$ cat config.mk
export PLATFORM = sky130hd
export DESIGN_NAME = ansi_csi_sgr_parser_unit
export DESIGN_NICKNAME = d
export VERILOG_FILES = /design/src/design/acsp_pkg.sv /design/src/design/ansi_csi_sgr_parser_unit.sv /design/src/design/acsp_cfg_regs.sv /design/src/design/acsp_step.sv
export SDC_FILE = /design/constraint.sdc
export NUM_CORES = 1
export LEC_CHECK = 0
export BUFFER_PORTS_ARGS = -buffer_cell sky130_fd_sc_hd__buf_2
export CAP_MARGIN = 0
export CORE_UTILIZATION = 58
export CTS_CLUSTER_DIAMETER = 50
export DETAILED_ROUTE_END_ITERATION = 8
export GPL_TIMING_DRIVEN = 1
export PLACE_DENSITY = 0.81
export SLEW_MARGIN = 20
export SYNTH_ARGS = -nofsm -noshare
export SYNTH_HDL_FRONTEND = slang
export SYNTH_SLANG_ARGS = --single-unit
$ cat constraint.sdc
create_clock -name i_clk -period 4.6 [get_ports i_clk]
set_clock_uncertainty 0.05 [all_clocks]
set_input_delay 0.69 -clock i_clk [delete_from_list [all_inputs] [get_ports i_clk]]
set_output_delay 0.69 -clock i_clk [all_outputs]
set_load 0.01 [all_outputs]
$ cat src/design/acsp_pkg.sv
package acsp_pkg;

    // Stream bytes that steer the parser.
    localparam logic [7:0] CH_ESC    = 8'h1B;
    localparam logic [7:0] CH_LBRACK = 8'h5B;
    localparam logic [7:0] CH_SEMI   = 8'h3B;
    localparam logic [7:0] CH_ZERO   = 8'h30;
    localparam logic [7:0] CH_NINE   = 8'h39;
    localparam logic [7:0] CH_NUL    = 8'h00;
    localparam logic [7:0] CH_A      = 8'h41;
    localparam logic [7:0] CH_H      = 8'h48;
    localparam logic [7:0] CH_J      = 8'h4A;
    localparam logic [7:0] CH_K      = 8'h4B;
    localparam logic [7:0] CH_S_UP   = 8'h53;
    localparam logic [7:0] CH_T      = 8'h54;
    localparam logic [7:0] CH_F_LOW  = 8'h66;
    localparam logic [7:0] CH_M      = 8'h6D;
    localparam logic [7:0] CH_S_LOW  = 8'h73;
    localparam logic [7:0] CH_U      = 8'h75;

    // Parameter values with a meaning for SGR and erase display.
    localparam logic [7:0] SGR_RESET      = 8'd0;
    localparam logic [7:0] SGR_INVERSE    = 8'd7;
    localparam logic [7:0] SGR_NO_INVERSE = 8'd27;
    localparam logic [7:0] SGR_FG_FIRST   = 8'd30;
    localparam logic [7:0] SGR_FG_LAST    = 8'd37;
    localparam logic [7:0] SGR_BG_FIRST   = 8'd40;
    localparam logic [7:0] SGR_BG_LAST    = 8'd47;
    localparam logic [7:0] ED_WHOLE       = 8'd2;
    localparam logic [7:0] PARAM_MAX      = 8'd255;

    localparam int COLOR_W = 24;

    localparam logic [COLOR_W-1:0] DEFAULT_FG_RESET = 24'hFFFFFF;
    localparam logic [COLOR_W-1:0] DEFAULT_BG_RESET = 24'h000000;

    // Configuration register addresses.
    localparam int CFG_ADDR_W = 3;
    localparam logic CFG_SEL_FG = 1'b0;
    localparam logic CFG_SEL_BG = 1'b1;

    typedef enum logic [2:0] {
        ACT_NONE    = 3'd0,
        ACT_DRAW    = 3'd1,
        ACT_CLEAR   = 3'd2,
        ACT_SAVE    = 3'd3,
        ACT_RESTORE = 3'd4
    } t_action;

    typedef enum logic [5:0] {
        PH_IDLE  = 6'b000001,
        PH_ESC   = 6'b000010,
        PH_START = 6'b000100,
        PH_FIRST = 6'b001000,
        PH_SEP   = 6'b010000,
        PH_LATER = 6'b100000
    } t_phase;

    typedef struct packed {
        t_phase               phase;
        logic [7:0]           param_value;
        logic                 param_seen;
        logic [COLOR_W-1:0]   fg;
        logic [COLOR_W-1:0]   bg;
        logic                 inverse;
    } t_parse_state;

    typedef struct packed {
        logic [COLOR_W-1:0] fg;
        logic [COLOR_W-1:0] bg;
    } t_defaults;

    typedef struct packed {
        t_action    action;
        logic [7:0] glyph;
    } t_step_result;

    // Eight-color palette used by SGR 30..37 and 40..47.
    function automatic logic [COLOR_W-1:0] palette_color(input logic [2:0] idx);
        logic [COLOR_W-1:0] c;
        case (idx)
            3'd0:    c = 24'h000000;
            3'd1:    c = 24'hAA0000;
            3'd2:    c = 24'h00AA00;
            3'd3:    c = 24'h808000;
            3'd4:    c = 24'h0000AA;
            3'd5:    c = 24'hAA00AA;
            3'd6:    c = 24'h00AAAA;
            default: c = 24'hAAAAAA;
        endcase
        return c;
    endfunction

endpackage

$ cat src/design/ansi_csi_sgr_parser_unit.sv
// ANSI escape parser for a byte stream of terminal output. Each accepted byte
// produces exactly one result carrying an action (none, draw, clear screen,
// save cursor, restore cursor), the byte to draw, and the foreground and
// background colors in force after that byte. The parser recognizes
// ESC [ <digits> [; <digits>...] <command>, keeps only the first numeric
// parameter (saturating at 255), and acts on SGR (m), erase display (J 2),
// save (s) and restore (u). The byte flagged by tlast closes a write; any
// sequence still open at that point is abandoned. The block takes one byte
// per clock cycle while the result register is free, and holds off the
// input when the master side stalls: a byte waits in the input register, the
// parser's next state and the result are computed from it combinationally,
// and the result register and the parser state are loaded when that byte
// advances, after which the result is offered on the master side. The
// default colors restored by SGR 0 are written over the APB port at
// addresses 0x0 (foreground) and 0x4 (background); the user must write them
// only while the stream is idle, and the block itself does not enforce this.
module ansi_csi_sgr_parser_unit
    import acsp_pkg::*;
(
    input  logic                  i_clk,
    input  logic                  i_rst_n,

    input  logic                  i_s_tvalid,
    output logic                  o_s_tready,
    input  logic [7:0]            i_s_tdata,   // [7:0] text_byte
    input  logic                  i_s_tlast,   // end_of_write

    output logic                  o_m_tvalid,
    input  logic                  i_m_tready,
    output logic [55:0]           o_m_tdata,   // [7:0] glyph_byte, [31:8] foreground,
                                               // [55:32] background
    output logic [2:0]            o_m_tuser,   // [2:0] action

    input  logic                  i_psel,
    input  logic                  i_penable,
    input  logic                  i_pwrite,
    input  logic [CFG_ADDR_W-1:0] i_paddr,
    input  logic [31:0]           i_pwdata,
    output logic [31:0]           o_prdata,
    output logic                  o_pready
);

    t_defaults    defaults;
    t_parse_state r_state;
    t_parse_state n_state;
    t_step_result step_res;

    logic         r_in_valid;
    logic [7:0]   r_in_byte;
    logic         r_in_eow;

    logic         r_out_valid;
    t_action      r_out_action;
    logic [7:0]   r_out_glyph;
    logic [COLOR_W-1:0] r_out_fg;
    logic [COLOR_W-1:0] r_out_bg;

    logic         out_free;
    logic         advance;
    logic         in_take;

    acsp_cfg_regs u_cfg (
        .i_clk      (i_clk),
        .i_rst_n    (i_rst_n),
        .i_psel     (i_psel),
        .i_penable  (i_penable),
        .i_pwrite   (i_pwrite),
        .i_paddr    (i_paddr),
        .i_pwdata   (i_pwdata),
        .o_prdata   (o_prdata),
        .o_pready   (o_pready),
        .o_defaults (defaults)
    );

    acsp_step u_step (
        .i_state    (r_state),
        .i_byte     (r_in_byte),
        .i_eow      (r_in_eow),
        .i_defaults (defaults),
        .o_state    (n_state),
        .o_result   (step_res)
    );

    // The result register is free when empty or being drained this cycle.
    // The buffered byte is processed, and the parser state committed, only
    // when its result has a place to go.
    assign out_free   = !r_out_valid || i_m_tready;
    assign advance    = r_in_valid && out_free;
    assign o_s_tready = !r_in_valid || advance;
    assign in_take    = i_s_tvalid && o_s_tready;

    always_ff @(posedge i_clk) begin
        if (!i_rst_n) begin
            r_in_valid  <= 1'b0;
            r_out_valid <= 1'b0;
            r_state.phase       <= PH_IDLE;
            r_state.param_value <= 8'd0;
            r_state.param_seen  <= 1'b0;
            r_state.fg          <= DEFAULT_FG_RESET;
            r_state.bg          <= DEFAULT_BG_RESET;
            r_state.inverse     <= 1'b0;
        end else begin
            if (o_s_tready) begin
                r_in_valid <= i_s_tvalid;
            end
            if (out_free) begin
                r_out_valid <= r_in_valid;
            end
            if (advance) begin
                r_state <= n_state;
            end
        end
    end

    // Payload registers carry no reset; their valid flags qualify them.
    always_ff @(posedge i_clk) begin
        if (in_take) begin
            r_in_byte <= i_s_tdata;
            r_in_eow  <= i_s_tlast;
        end
        if (advance) begin
            r_out_action <= step_res.action;
            r_out_glyph  <= step_res.glyph;
            r_out_fg     <= n_state.fg;
            r_out_bg     <= n_state.bg;
        end
    end

    assign o_m_tvalid = r_out_valid;
    assign o_m_tdata  = {r_out_bg, r_out_fg, r_out_glyph};
    assign o_m_tuser  = r_out_action;

endmodule

$ cat src/design/acsp_cfg_regs.sv
module acsp_cfg_regs
    import acsp_pkg::*;
(
    input  logic                  i_clk,
    input  logic                  i_rst_n,
    input  logic                  i_psel,
    input  logic                  i_penable,
    input  logic                  i_pwrite,
    input  logic [CFG_ADDR_W-1:0] i_paddr,
    input  logic [31:0]           i_pwdata,
    output logic [31:0]           o_prdata,
    output logic                  o_pready,
    output t_defaults             o_defaults
);

    logic [COLOR_W-1:0] r_def_fg;
    logic [COLOR_W-1:0] r_def_bg;
    logic               wr_en;
    logic               sel;

    // Registers sit four bytes apart, so bit 2 picks one of the two.
    assign sel   = i_paddr[2];
    assign wr_en = i_psel & i_penable & i_pwrite;

    always_ff @(posedge i_clk) begin
        if (!i_rst_n) begin
            r_def_fg <= DEFAULT_FG_RESET;
            r_def_bg <= DEFAULT_BG_RESET;
        end else if (wr_en) begin
            if (sel == CFG_SEL_FG) begin
                r_def_fg <= i_pwdata[COLOR_W-1:0];
            end else begin
                r_def_bg <= i_pwdata[COLOR_W-1:0];
            end
        end
    end

    always_comb begin
        if (sel == CFG_SEL_FG) begin
            o_prdata = {{(32-COLOR_W){1'b0}}, r_def_fg};
        end else begin
            o_prdata = {{(32-COLOR_W){1'b0}}, r_def_bg};
        end
    end

    assign o_pready      = 1'b1;
    assign o_defaults.fg = r_def_fg;
    assign o_defaults.bg = r_def_bg;

endmodule

$ cat src/design/acsp_step.sv
module acsp_step
    import acsp_pkg::*;
(
    input  t_parse_state i_state,
    input  logic [7:0]   i_byte,
    input  logic         i_eow,
    input  t_defaults    i_defaults,
    output t_parse_state o_state,
    output t_step_result o_result
);

    logic               is_digit;
    logic               is_cmd;
    logic [3:0]         digit;
    logic [11:0]        acc;
    logic               run_cmd;
    logic [7:0]         param;
    logic [7:0]         pal_off;
    t_phase             n_phase;
    logic [7:0]         n_param_value;
    logic               n_param_seen;
    logic [COLOR_W-1:0] n_fg;
    logic [COLOR_W-1:0] n_bg;
    logic               n_inverse;

    assign is_digit = (i_byte >= CH_ZERO) && (i_byte <= CH_NINE);
    assign digit    = i_byte[3:0];
    assign acc      = 12'(i_state.param_value) * 12'd10 + 12'(digit);

    // The end of a write abandons any open sequence.
    assign o_state = {(i_eow ? PH_IDLE : n_phase), n_param_value, n_param_seen,
                      n_fg, n_bg, n_inverse};

    always_comb begin
        case (i_byte) inside
            [CH_A:CH_H], CH_J, CH_K, CH_S_UP, CH_T, CH_F_LOW, CH_M, CH_S_LOW, CH_U,
            CH_NUL:  is_cmd = 1'b1;
            default: is_cmd = 1'b0;
        endcase
    end

    // Parse phase, parameter capture and the draw, clear, save and restore actions.
    always_comb begin
        n_phase         = i_state.phase;
        n_param_value   = i_state.param_value;
        n_param_seen    = i_state.param_seen;
        o_result.action = ACT_NONE;
        o_result.glyph  = 8'd0;
        run_cmd         = 1'b0;
        param           = i_state.param_seen ? i_state.param_value : 8'd0;

        unique case (i_state.phase)
            PH_IDLE, PH_ESC: begin
                if (i_state.phase == PH_ESC && i_byte == CH_LBRACK) begin
                    n_phase = PH_START;
                end else if (i_byte == CH_ESC) begin
                    n_phase = PH_ESC;
                end else begin
                    // A stray ESC is dropped and this byte is plain text.
                    n_phase         = PH_IDLE;
                    o_result.action = ACT_DRAW;
                    o_result.glyph  = i_byte;
                end
            end
            PH_START: begin
                n_param_value = 8'd0;
                n_param_seen  = 1'b0;
                param         = 8'd0;
                if (is_digit) begin
                    n_param_value = 8'(digit);
                    n_param_seen  = 1'b1;
                    n_phase       = PH_FIRST;
                end else begin
                    run_cmd = is_cmd;
                    n_phase = PH_IDLE;
                end
            end
            PH_FIRST, PH_LATER: begin
                if (i_byte == CH_SEMI) begin
                    n_phase = PH_SEP;
                end else if (is_digit) begin
                    if (i_state.phase == PH_FIRST) begin
                        n_param_value = (acc > 12'(PARAM_MAX)) ? PARAM_MAX : acc[7:0];
                    end
                end else begin
                    run_cmd = is_cmd;
                    n_phase = PH_IDLE;
                end
            end
            PH_SEP: begin
                n_phase = is_digit ? PH_LATER : PH_IDLE;
            end
            default: begin
                n_phase = PH_IDLE;
            end
        endcase

        if (run_cmd) begin
            if (i_byte == CH_J && param == ED_WHOLE) begin
                o_result.action = ACT_CLEAR;
            end else if (i_byte == CH_S_LOW) begin
                o_result.action = ACT_SAVE;
            end else if (i_byte == CH_U) begin
                o_result.action = ACT_RESTORE;
            end
        end
    end

    // Colour changes from SGR.
    always_comb begin
        n_fg      = i_state.fg;
        n_bg      = i_state.bg;
        n_inverse = i_state.inverse;
        pal_off   = 8'd0;

        if (run_cmd && i_byte == CH_M) begin
            if (param == SGR_RESET) begin
                n_fg = i_defaults.fg;
                n_bg = i_defaults.bg;
            end else if (param == SGR_INVERSE) begin
                if (!i_state.inverse) begin
                    n_fg      = i_state.bg;
                    n_bg      = i_state.fg;
                    n_inverse = 1'b1;
                end
            end else if (param == SGR_NO_INVERSE) begin
                if (i_state.inverse) begin
                    n_fg      = i_state.bg;
                    n_bg      = i_state.fg;
                    n_inverse = 1'b0;
                end
            end else if (param >= SGR_FG_FIRST && param <= SGR_FG_LAST) begin
                pal_off = param - SGR_FG_FIRST;
                n_fg    = palette_color(pal_off[2:0]);
            end else if (param >= SGR_BG_FIRST && param <= SGR_BG_LAST) begin
                pal_off = param - SGR_BG_FIRST;
                n_bg    = palette_color(pal_off[2:0]);
            end
        end
    end

endmodule
==> Word level (Yosys, flattened, before mapping) <==
Cells that the tools add are included.
Widths: inputs -> output; s select.
{ "totals": {"output_inout_bits": 94, "in_bits": 51, "register_bits": 182} }
{ "op_classes": {"n_bitwise": 5, "muxes": 46, "magnitude_cmp": 9, "eq_ne": 36, "n_mul": 1, "add_sub_neg": 3, "reduce_logical": 29} }
{ "op_table": {"columns": ["op", "n"], "rows": [
  ["$mux 24", 14],
  ["$pmux 24 s7", 2],
  ["$eq 8x7->1 const B", 9],
  ["$mux 8", 6],
  ["$mux 6", 5],
  ["$le 8x6->1 const B", 3],
  ["$pmux 6 s4", 1],
  ["$mux 11", 2],
  ["$eq 3x3->1 const B", 6],
  ["$eq 8x5->1 const B", 2],
  ["$ge 8x6->1 const B", 2],
  ["$logic_not 8->1", 2],
  ["$pmux 8 s2", 1],
  ["$add 12x4->12", 1],
  ["$eq 3x2->1 const B", 4],
  ["$gt 12x8->1 const B", 1],
  ["$mux 3", 4],
  ["$mul 8x3->11 const B", 1],
  ["$reduce_or 10->1", 1],
  ["$logic_and 1x1->1", 9],
  ["$mux 9", 1],
  ["$eq 8x2->1 const B", 1],
  ["$eq 8x3->1 const B", 1],
  ["$eq 8x6->1 const B", 1],
  ["30 further kinds", 49]
]} }

==> Depth between registers and ports, before layout <==
Gate-level depths: netlist (run 1).
{ "logic_depth": {"ltp_word": 11, "ltp_mapped": 12, "ltp_nobuf": 10} }

==> Hierarchy <==
Synthesis (run 1) repeated with hierarchy kept, for this count alone.
{ "hier_totals": {"cells_unflattened": 1223, "area_unflattened_um2": 11177.0} }
{ "by_module_without_submodules": {"columns": ["module", "n_inst", "area_per_inst_um2", "cells_each"], "rows": [
  ["ansi_csi_sgr_parser_unit", 1, 4733.3, 361],
  ["acsp_step", 1, 4022.6, 614],
  ["acsp_cfg_regs", 1, 2421.1, 248]
]} }

==> Worst setup path after synthesis (run 1) <==
OpenSTA, ideal clock, no wires.
{ "synth_timing": {"path_type": "input to register", "startpoint": "input port i_m_tready", "endpoint": "register r_state[41] (netlist name)", "setup_time_ps": 145, "setup_slack_ps": 1028, "t_arrival_ps": 3378, "stages": 9, "path_buffers": 3, "path_cell_list": "nor2b_1 nand2b_1 clkbuf_1 inv_1 o211ai_1 clkbuf_1 clkbuf_1 nand2_1 o2111ai_1"} }
{ "synth_via": {"elab_chain_cells": 2} }
{ "synth_rtl": {"columns": ["element", "line_no", "source"], "rows": [
  ["from (decl)", "ansi_csi_sgr_parser_unit.sv:29", "input logic i_m_tready,"],
  ["$logic_or 1x1->1", "ansi_csi_sgr_parser_unit.sv:87", "assign out_free = !r_out_valid || i_m_tready;"],
  ["$logic_and 1x1->1", "ansi_csi_sgr_parser_unit.sv:88", "assign advance = r_in_valid && out_free;"],
  ["via advance", "ansi_csi_sgr_parser_unit.sv:59", "logic advance;"],
  ["to (signal assigned)", "ansi_csi_sgr_parser_unit.sv:110", "r_state <= n_state;"],
  ["to (decl)", "ansi_csi_sgr_parser_unit.sv:44", "t_parse_state r_state;"]
]} }
The timed path passes the listed nets, and every way through them passes these cells.
A chain may end at the register's enable or synchronous reset.

==> Worst setup path after layout (run 1) <==
{ "layout_timing": {"startpoint": "register r_state[53] (netlist name)", "endpoint": "register r_state[57] (netlist name)"} }
{ "layout_via": {"elab_chain_cells": 8} }
{ "layout_rtl": {"columns": ["element", "line_no", "source"], "rows": [
  ["$mul 8x3->11 *", "acsp_step.sv:28", "assign acc = 12'(i_state.param_value) * 12'd10 + 12'(digit);"],
  ["$add 12x4->12 *", "acsp_step.sv:28", null],
  ["$gt 12x8->1", "acsp_step.sv:83", "n_param_value = (acc > 12'(PARAM_MAX)) ? PARAM_MAX : acc[7:0];"],
  ["$mux 8 *", "acsp_step.sv:83", null],
  ["$mux 8 *", "acsp_step.sv:82", "if (i_state.phase == PH_FIRST) begin"],
  ["$mux 8 *", "acsp_step.sv:81", "end else if (is_digit) begin"],
  ["$mux 8 *", "acsp_step.sv:79", "if (i_byte == CH_SEMI) begin"],
  ["$pmux 8 s2 *", "acsp_step.sv:52", "unique case (i_state.phase)"]
]} }
Every way passes the cells marked *; elsewhere a longest branch is shown, timed or not. The select of a mux whose other input is x is not followed.

==> results.md, run 1 <==
- Setup TNS after final layout: 0 ps
- Y dimension of the die: 134 um
- Drt first pass iters: 6
- Detailed placer's ending HPWL: 20.5 mm
- Clock buffers created by TritonCTS: 17
- Total number of nets in the final design: 1,298
- Inserted Diodes: 0
- Depth of the worst register-to-register path: 9
- Pin count of the biggest net entering global routing: 62
- Placed Area: 10,800 um2
- Dominant cells by area after synthesis: dfxtp_1, edfxtp_1, nand2_1
- Data required time at the worst endpoint: 4850 ps
- Max Cap Violations: 0
- Share of the yosys chip area belonging to registers: 0.428
- Commonest cells after routing, fill and taps aside: nand2_1, buf_2, dfxtp_1
- CTS Sinks: 182
- Hold EP: r_in_byte[3]
- Unrepaired setup endpoints after global routing: no
- DR iter-0 viols: 1,123
- Yosys top cell area share: 0.226
- Routability cong.: 0.999
- Worst-case clock buffer depth: 2
- Maximum clock rate: 261 MHz
- Final design instance area without fill: 11,400 um2
- Vias after detailed routing: 9,642
- Cells along the critical path: ha_1 -> ha_1 -> fa_1 -> or4b_2 -> or4b_2 -> o21ai_0 -> o21ai_0 -> nor2_1 -> a311oi_1
- Switching power: 834 uW
- Port Buf Inserts: 125
- Minimum clock period: 3830 ps
- Horizontal extent of the die: 134 um
- Power Density: 300 nW/um2
- Number of cell rows: 47
- Routed WL: 29.8 mm
- Cells after Synth: 1,145
- Dominant synthesized flop cell: dfxtp_1
- Initial cell density of the core: 0.601
- Launch instance of the worst min-delay path: i_s_tdata[3]
- Standard cell with the maximum stage delay on the critical path: or4b_2
- Post-synthesis cell type with the largest combined area: dfxtp_1
- Top-level I/O count: 145
- Hold-fix buffers, CTS: 0
- Critical path launch point type: register
- Worst hold path cell count: 1
- Leading cell type in the layout, fill and taps excluded: nand2_1
- Setup violators final: 0
- Count of buffers added by post-CTS timing repair for setup: 0
- Flop pwr share: 0.504
- Pin slew with the least headroom to its limit: 1080 ps
- Routed length per placed instance: 20.4 um
- DR vias/cell: 6.60
- Leakage power total: 0.00435 uW
- Critical R2R Capture: r_state[57]
- Area of the core region: 16,800 um2
- Final worst-path cycle share: 0.832
- R2R Path Start: r_state[53]
- First-pass GRT wire length: 46.1 mm
- Post-detailed-route DRC marker count: 0
- Total of cells resized after clock tree synthesis: 0
- Synth Cell Area: 10,100 um2
- Worst setup slack for register-to-register paths: 770 ps
- Slew Limit Fails: 0
- Clock root buffer: clkbuf_16
- Count of cell types in the netlist: 86
- GR Overflow Total: 0
- Layout-stage area growth over the synthesis result: 12.9%
- Proportion of layout cells with a drive suffix above 1: 0.188
- Initial antenna violation count: 0
- Worst VDD drop: 0.268 mV
- Total global routing track utilization: 0.333
- Internal power consumption: 2590 uW
- Crit path max fanout: 12
- Clk network pwr share: 0.438
- CP endpoint kind: register
- HP Class: input port to register
- Combinational fraction of design power: 0.057
- Overall die area: 18,000 um2
- Clk_lat worst skew: 450 ps
- FFs w/ async S/R, synth: 0
- Crit path largest cell delay: 650 ps
- Worst max-slew margin expressed relative to the limit: 0.278
- Run status: finished, final reports clean
- Final Hold Fails: 0
- Flip-flop and latch count after synthesis: 182
- EDFF count, synth: 68
- Number of global-route vias before repair: 8,412
- Clock tree from TritonCTS: yes
- Mean instance size in the synthesized netlist: 8.83 um2
- Classification of the worst setup path: register to register
- Clock transition at the register clock pins on the worst setup and hold paths after CTS: 70 ps
- Number of nets still failing antenna checks after routing: 0
- Htree depth: 4
- Synthesis warning total: 0
- Switching part of the total power: 0.243
- Arr. time, crit path: 4070 ps
[critical path: cells and delay by family (launching register included)]
family | cells | cell delay (ps)
AO/OA/AOI/OAI | 3 | 410
adder cells (fa/ha/maj) | 3 | 990
flip-flops | 1 | 560
AND/OR/NAND/NOR | 3 | 1690
[metal layers]
metal	up-vias	global-route usage	wire length (um)
met5	-	0	0
met4	0	0.124	831
met2	623	0.484	12900
li1	4432	-	-
met3	64	0.0578	3360
met1	4523	0.491	12800
[power groups by stage]
stage	logic [uW]	clock network, uW	registers, uW
floorplan	121	0	1760
finish	197	1500	1730
detailed placement	194	0	1760
global placement	191	0	1760
CTS	196	1510	1730
global route	214	1570	1730
[worst max path at each step]
stage,startpoint,end,slack (ps),cells after the start
CTS,r_state[53],r_state[55],810,9
finish,r_state[53],r_state[57],770,9
global placement,r_state[53],r_state[57],850,9
floorplan,i_m_tready,r_state[41],1030,9
global route,r_state[53],r_state[56],560,9
detailed placement,r_state[53],r_state[55],830,9
[cell families after synthesis]
family,share of synthesized area
other,0.000743
AOI/OAI and AO/OA,0.233
DFF,0.428
and+or+nand+nor,0.213
adders and majority gates,0.0238
xor gates and xnor gates,0.00780
buffers and inverters,0.0438
muxes,0.0501
[per-stage QoR]
stage	cells	total power, uW	worst slack [ps]	utilization	hold WS (ps)
3_3_place_gp	1430	1950	846	0.643	406
6_report	1462	3430	772	0.679	368
2_1_floorplan	1152	1880	1030	-	392
3_5_place_dp	1430	1960	828	0.643	417
5_1_grt	1462	3510	564	0.679	368
4_1_cts	1462	3430	805	0.679	362
[flip-flops by register name (all words and copies together) (netlist names)]
name            cells
r_in_eow            1
r_in_valid          1
r_out_glyph         8
o_m_tvalid          1
r_out_bg           24
r_state            64
r_out_fg           24
u_cfg.r_def_fg     24
u_cfg.r_def_bg     24
r_in_byte           8
o_m_tuser           3
[cells in the mapped netlist, types with 8 or more instances]
cell and count:
nand2b_1 13, nand4_1 11, o221ai_1 8, a21o_1 9, mux2i_1 18, edfxtp_1 68, nand3_1 47, and3_1 14
o21ai_0 61, buf_4 11, a221oi_1 8, nand3b_1 15, nor4_1 8, nand2_1 201, or2_2 8, ha_1 16
buf_1 9, nor3_1 15, and2_1 8, o211ai_1 25, a22oi_1 20, nor2_1 64, o2111ai_1 16, inv_1 14
mux2_2 29, or3_1 11, a21oi_1 89, clkbuf_1 58, buf_2 9, a31oi_1 13, dfxtp_1 114
[final cells by class]
type | instances | area [um2]
Clock buffer | 19 | 433
Clock inverter | 13 | 164
Multi-Input combinational cell | 868 | 5380
Sequential cell | 182 | 4320
Timing Repair Buffer | 146 | 783
Inverter | 14 | 52.6
Tap cell | 220 | 275
Fill cell | 1433 | 5400
Power figures use the tool's default switching activity.
==> run 2, diff against run 1 <==
--- a/config.mk
+++ b/config.mk
@@ -7,11 +7,11 @@
 export LEC_CHECK = 0
 export BUFFER_PORTS_ARGS = -buffer_cell sky130_fd_sc_hd__buf_2
 export CAP_MARGIN = 0
-export CORE_UTILIZATION = 58
+export CORE_UTILIZATION = 52
 export CTS_CLUSTER_DIAMETER = 50
 export DETAILED_ROUTE_END_ITERATION = 8
 export GPL_TIMING_DRIVEN = 1
-export PLACE_DENSITY = 0.81
+export PLACE_DENSITY = 0.76
 export SLEW_MARGIN = 20
 export SYNTH_ARGS = -nofsm -noshare
 export SYNTH_HDL_FRONTEND = slang
==> constraint.sdc (replaced) <==
create_clock -name i_clk -period 3.2 [get_ports i_clk]
set_clock_uncertainty 0.05 [all_clocks]
set_input_delay 0.48 -clock i_clk [delete_from_list [all_inputs] [get_ports i_clk]]
set_output_delay 0.48 -clock i_clk [all_outputs]
set_load 0.01 [all_outputs]
==> results.md, run 2 (synthesized netlist as in run 1, its figures left out) <==
- Run status: finished, final reports clean (unchanged)
- Number of flip-flops in the largest register: 64 (unchanged)
- Leakage power total: 0.00458 uW (was 0.00435 uW)
- Clock buffers created by TritonCTS: 17 (unchanged)
- Detailed placer's ending HPWL: 22.5 mm (was 20.5 mm)
- Setup violators final: 0 (unchanged)
- Pin count of the biggest net entering global routing: 50 (was 62)
- Classification of the worst setup path: register to register (unchanged)
- Maximum clock rate: 327 MHz (was 261 MHz)
- Pin slew with the least headroom to its limit: 827 ps (was 1080 ps)
- Arr. time, crit path: 3340 ps (was 4070 ps)
- Proportion of layout cells with a drive suffix above 1: 0.225 (was 0.188)
- DR vias/cell: 6.29 (was 6.60)
- Cells along the critical path: ha_1 -> ha_2 -> fa_2 -> buf_4 -> xor2_1 -> nand3_1 -> nor4b_1 -> mux2i_2 -> nor2_4 -> o41ai_1 (was ha_1 -> ha_1 -> fa_1 -> or4b_2 -> or4b_2 -> o21ai_0 -> o21ai_0 -> nor2_1 -> a311oi_1)
- Initial cell density of the core: 0.535 (was 0.601)
- R2R Path Start: r_state[51] (was r_state[53])
- Final Hold Fails: 0 (unchanged)
- Critical path launch point type: register (unchanged)
- Routability cong.: 1.02 (was 0.999)
- GR Overflow Total: 0 (unchanged)
- Crit path largest cell delay: 430 ps (was 650 ps)
- CTS Sinks: 182 (unchanged)
- Y dimension of the die: 141 um (was 134 um)
- Launch instance of the worst min-delay path: i_s_tdata[0] (was i_s_tdata[3])
- Vias after detailed routing: 9,723 (was 9,642)
- Top reg by flops: r_state (unchanged)
- Initial antenna violation count: 0 (unchanged)
- Placed Area: 11,200 um2 (was 10,800 um2)
- Htree depth: 4 (unchanged)
- Clock tree from TritonCTS: yes (unchanged)
- Overall die area: 20,000 um2 (was 18,000 um2)
- Inserted Diodes: 0 (unchanged)
- Non-filler cells, final: 1,547 (was 1,462)
- Total global routing track utilization: 0.315 (was 0.333)
- Commonest cells after routing, fill and taps aside: nand2_1, buf_2, dfxtp_1 (unchanged)
- Multi-input logic area: 5440 um2 (was 5380 um2)
- Standard cell with the maximum stage delay on the critical path: nor4b_1 (was or4b_2)
- Number of fill cells: 1,658 (was 1,433)
- DR iter-0 viols: 1,070 (was 1,123)
- Number of nets still failing antenna checks after routing: 0 (unchanged)
- Clock root buffer: clkbuf_16 (unchanged)
- Final design instance area without fill: 11,900 um2 (was 11,400 um2)
- HP Class: input port to register (unchanged)
- CP endpoint kind: register (unchanged)
- Max Cap Violations: 0 (unchanged)
- Worst-case clock buffer depth: 2 (unchanged)
- Leading cell type in the layout, fill and taps excluded: nand2_1 (unchanged)
- Clock transition at the register clock pins on the worst setup and hold paths after CTS: 70 ps (about the same)
- Worst max-slew margin expressed relative to the limit: 0.446 (was 0.278)
- Routed length per placed instance: 20.1 um (was 20.4 um)
- Minimum clock period: 3060 ps (was 3830 ps)
- Clk_lat worst skew: 440 ps (was 450 ps)
- Top-level I/O count: 145 (unchanged)
- Placed Cells: 1,513 (was 1,430)
- Family with the most delay on the worst path: adder cells (was simple AND/OR/NAND/NOR gates)
- Number of global-route vias before repair: 8,648 (was 8,412)
- Hold-fix buffers, CTS: 0 (unchanged)
- Buffers plus inverters on the worst setup path: 1 (was 0)
- Post-detailed-route DRC marker count: 0 (unchanged)
- Slew Limit Fails: 0 (unchanged)
- Total number of nets in the final design: 1,343 (was 1,298)
- Worst VDD drop: 0.350 mV (was 0.268 mV)
- Power Density: 403 nW/um2 (was 300 nW/um2)
- Data required time at the worst endpoint: 3480 ps (was 4850 ps)
- Routed WL: 31.1 mm (was 29.8 mm)
- Register cell area after layout: 4320 um2 (unchanged)
- First-pass GRT wire length: 48.6 mm (was 46.1 mm)
- Number of cell rows: 50 (was 47)
- Worst setup path startpoint: r_state[51] (was r_state[53])
- Layout-stage area growth over the synthesis result: 17.2% (was 12.9%)
- Drt first pass iters: 6 (unchanged)
- Crit path max fanout: 6 (was 12)
- Area of the core region: 18,900 um2 (was 16,800 um2)
- Final worst-path cycle share: 0.957 (was 0.832)
- Port Buf Inserts: 125 (unchanged)
- Horizontal extent of the die: 141 um (was 134 um)
## run 2: cell types whose count changed in the layout (fill, tap and decap cells not counted), sizes merged
cell      delta
buf         +45
clkbuf       +2
clkinvlp     +1
bufinv       -2
clkinv       +2
inv          -3
## run 2: through the flow
step	TNS, ps	hold slack [ps]	utilization	power (uW)	setup slack (ps)
global route	-6.87	157	0.627	4910	-6.87
global placement	-32.3	409	0.595	2820	-19.1
CTS	0	158	0.626	4780	11.4
detailed placement	-196	414	0.595	2830	-55.0
floorplan	0	392	-	2700	15.6
finish	0	164	0.627	4780	138
## run 2: final timing paths
path,endpoint,slack [ps],cells past startpoint
worst max register to register,r_state[50],140,10
worst max-delay path,r_state[50],140,10
worst min-delay path,r_in_byte[0],160,1
worst min register to register,r_state[23],430,1
## run 2: layout make-up
type                    count  area share
repair buffers            191      0.0977
clock buffers              21      0.0388
well taps                 260      0.0274
clock inverters            11     0.00781
flip-flops and latches    182       0.365
multi-input cells         868       0.459
inverters                  14     0.00475
## run 2: layer usage
metal / vias up / wire length (um) / global-route usage
li1: 4528 / - / -
met1: 4581 / 13900 / 0.468
met2: 570 / 13500 / 0.457
met3: 44 / 3140 / 0.0611
met4: 0 / 604 / 0.102
met5: - / 0 / 0
## run 2: timing repair
action / CTS / global route
pin swaps: 3 / 1
setup endpoints to repair: 7 / 7
resized for setup: 8 / 4
buffers inserted: 0 / 1
## run 2: power by group
| group | internal (uW) | total (uW) | leakage (uW) | switching, uW |
|---|---|---|---|---|
| sequential | 2440 | 2480 | 0.00149 | 37.6 |
| clock | 1050 | 1990 | 0.000275 | 942 |
| combinational | 116 | 304 | 0.00281 | 188 |
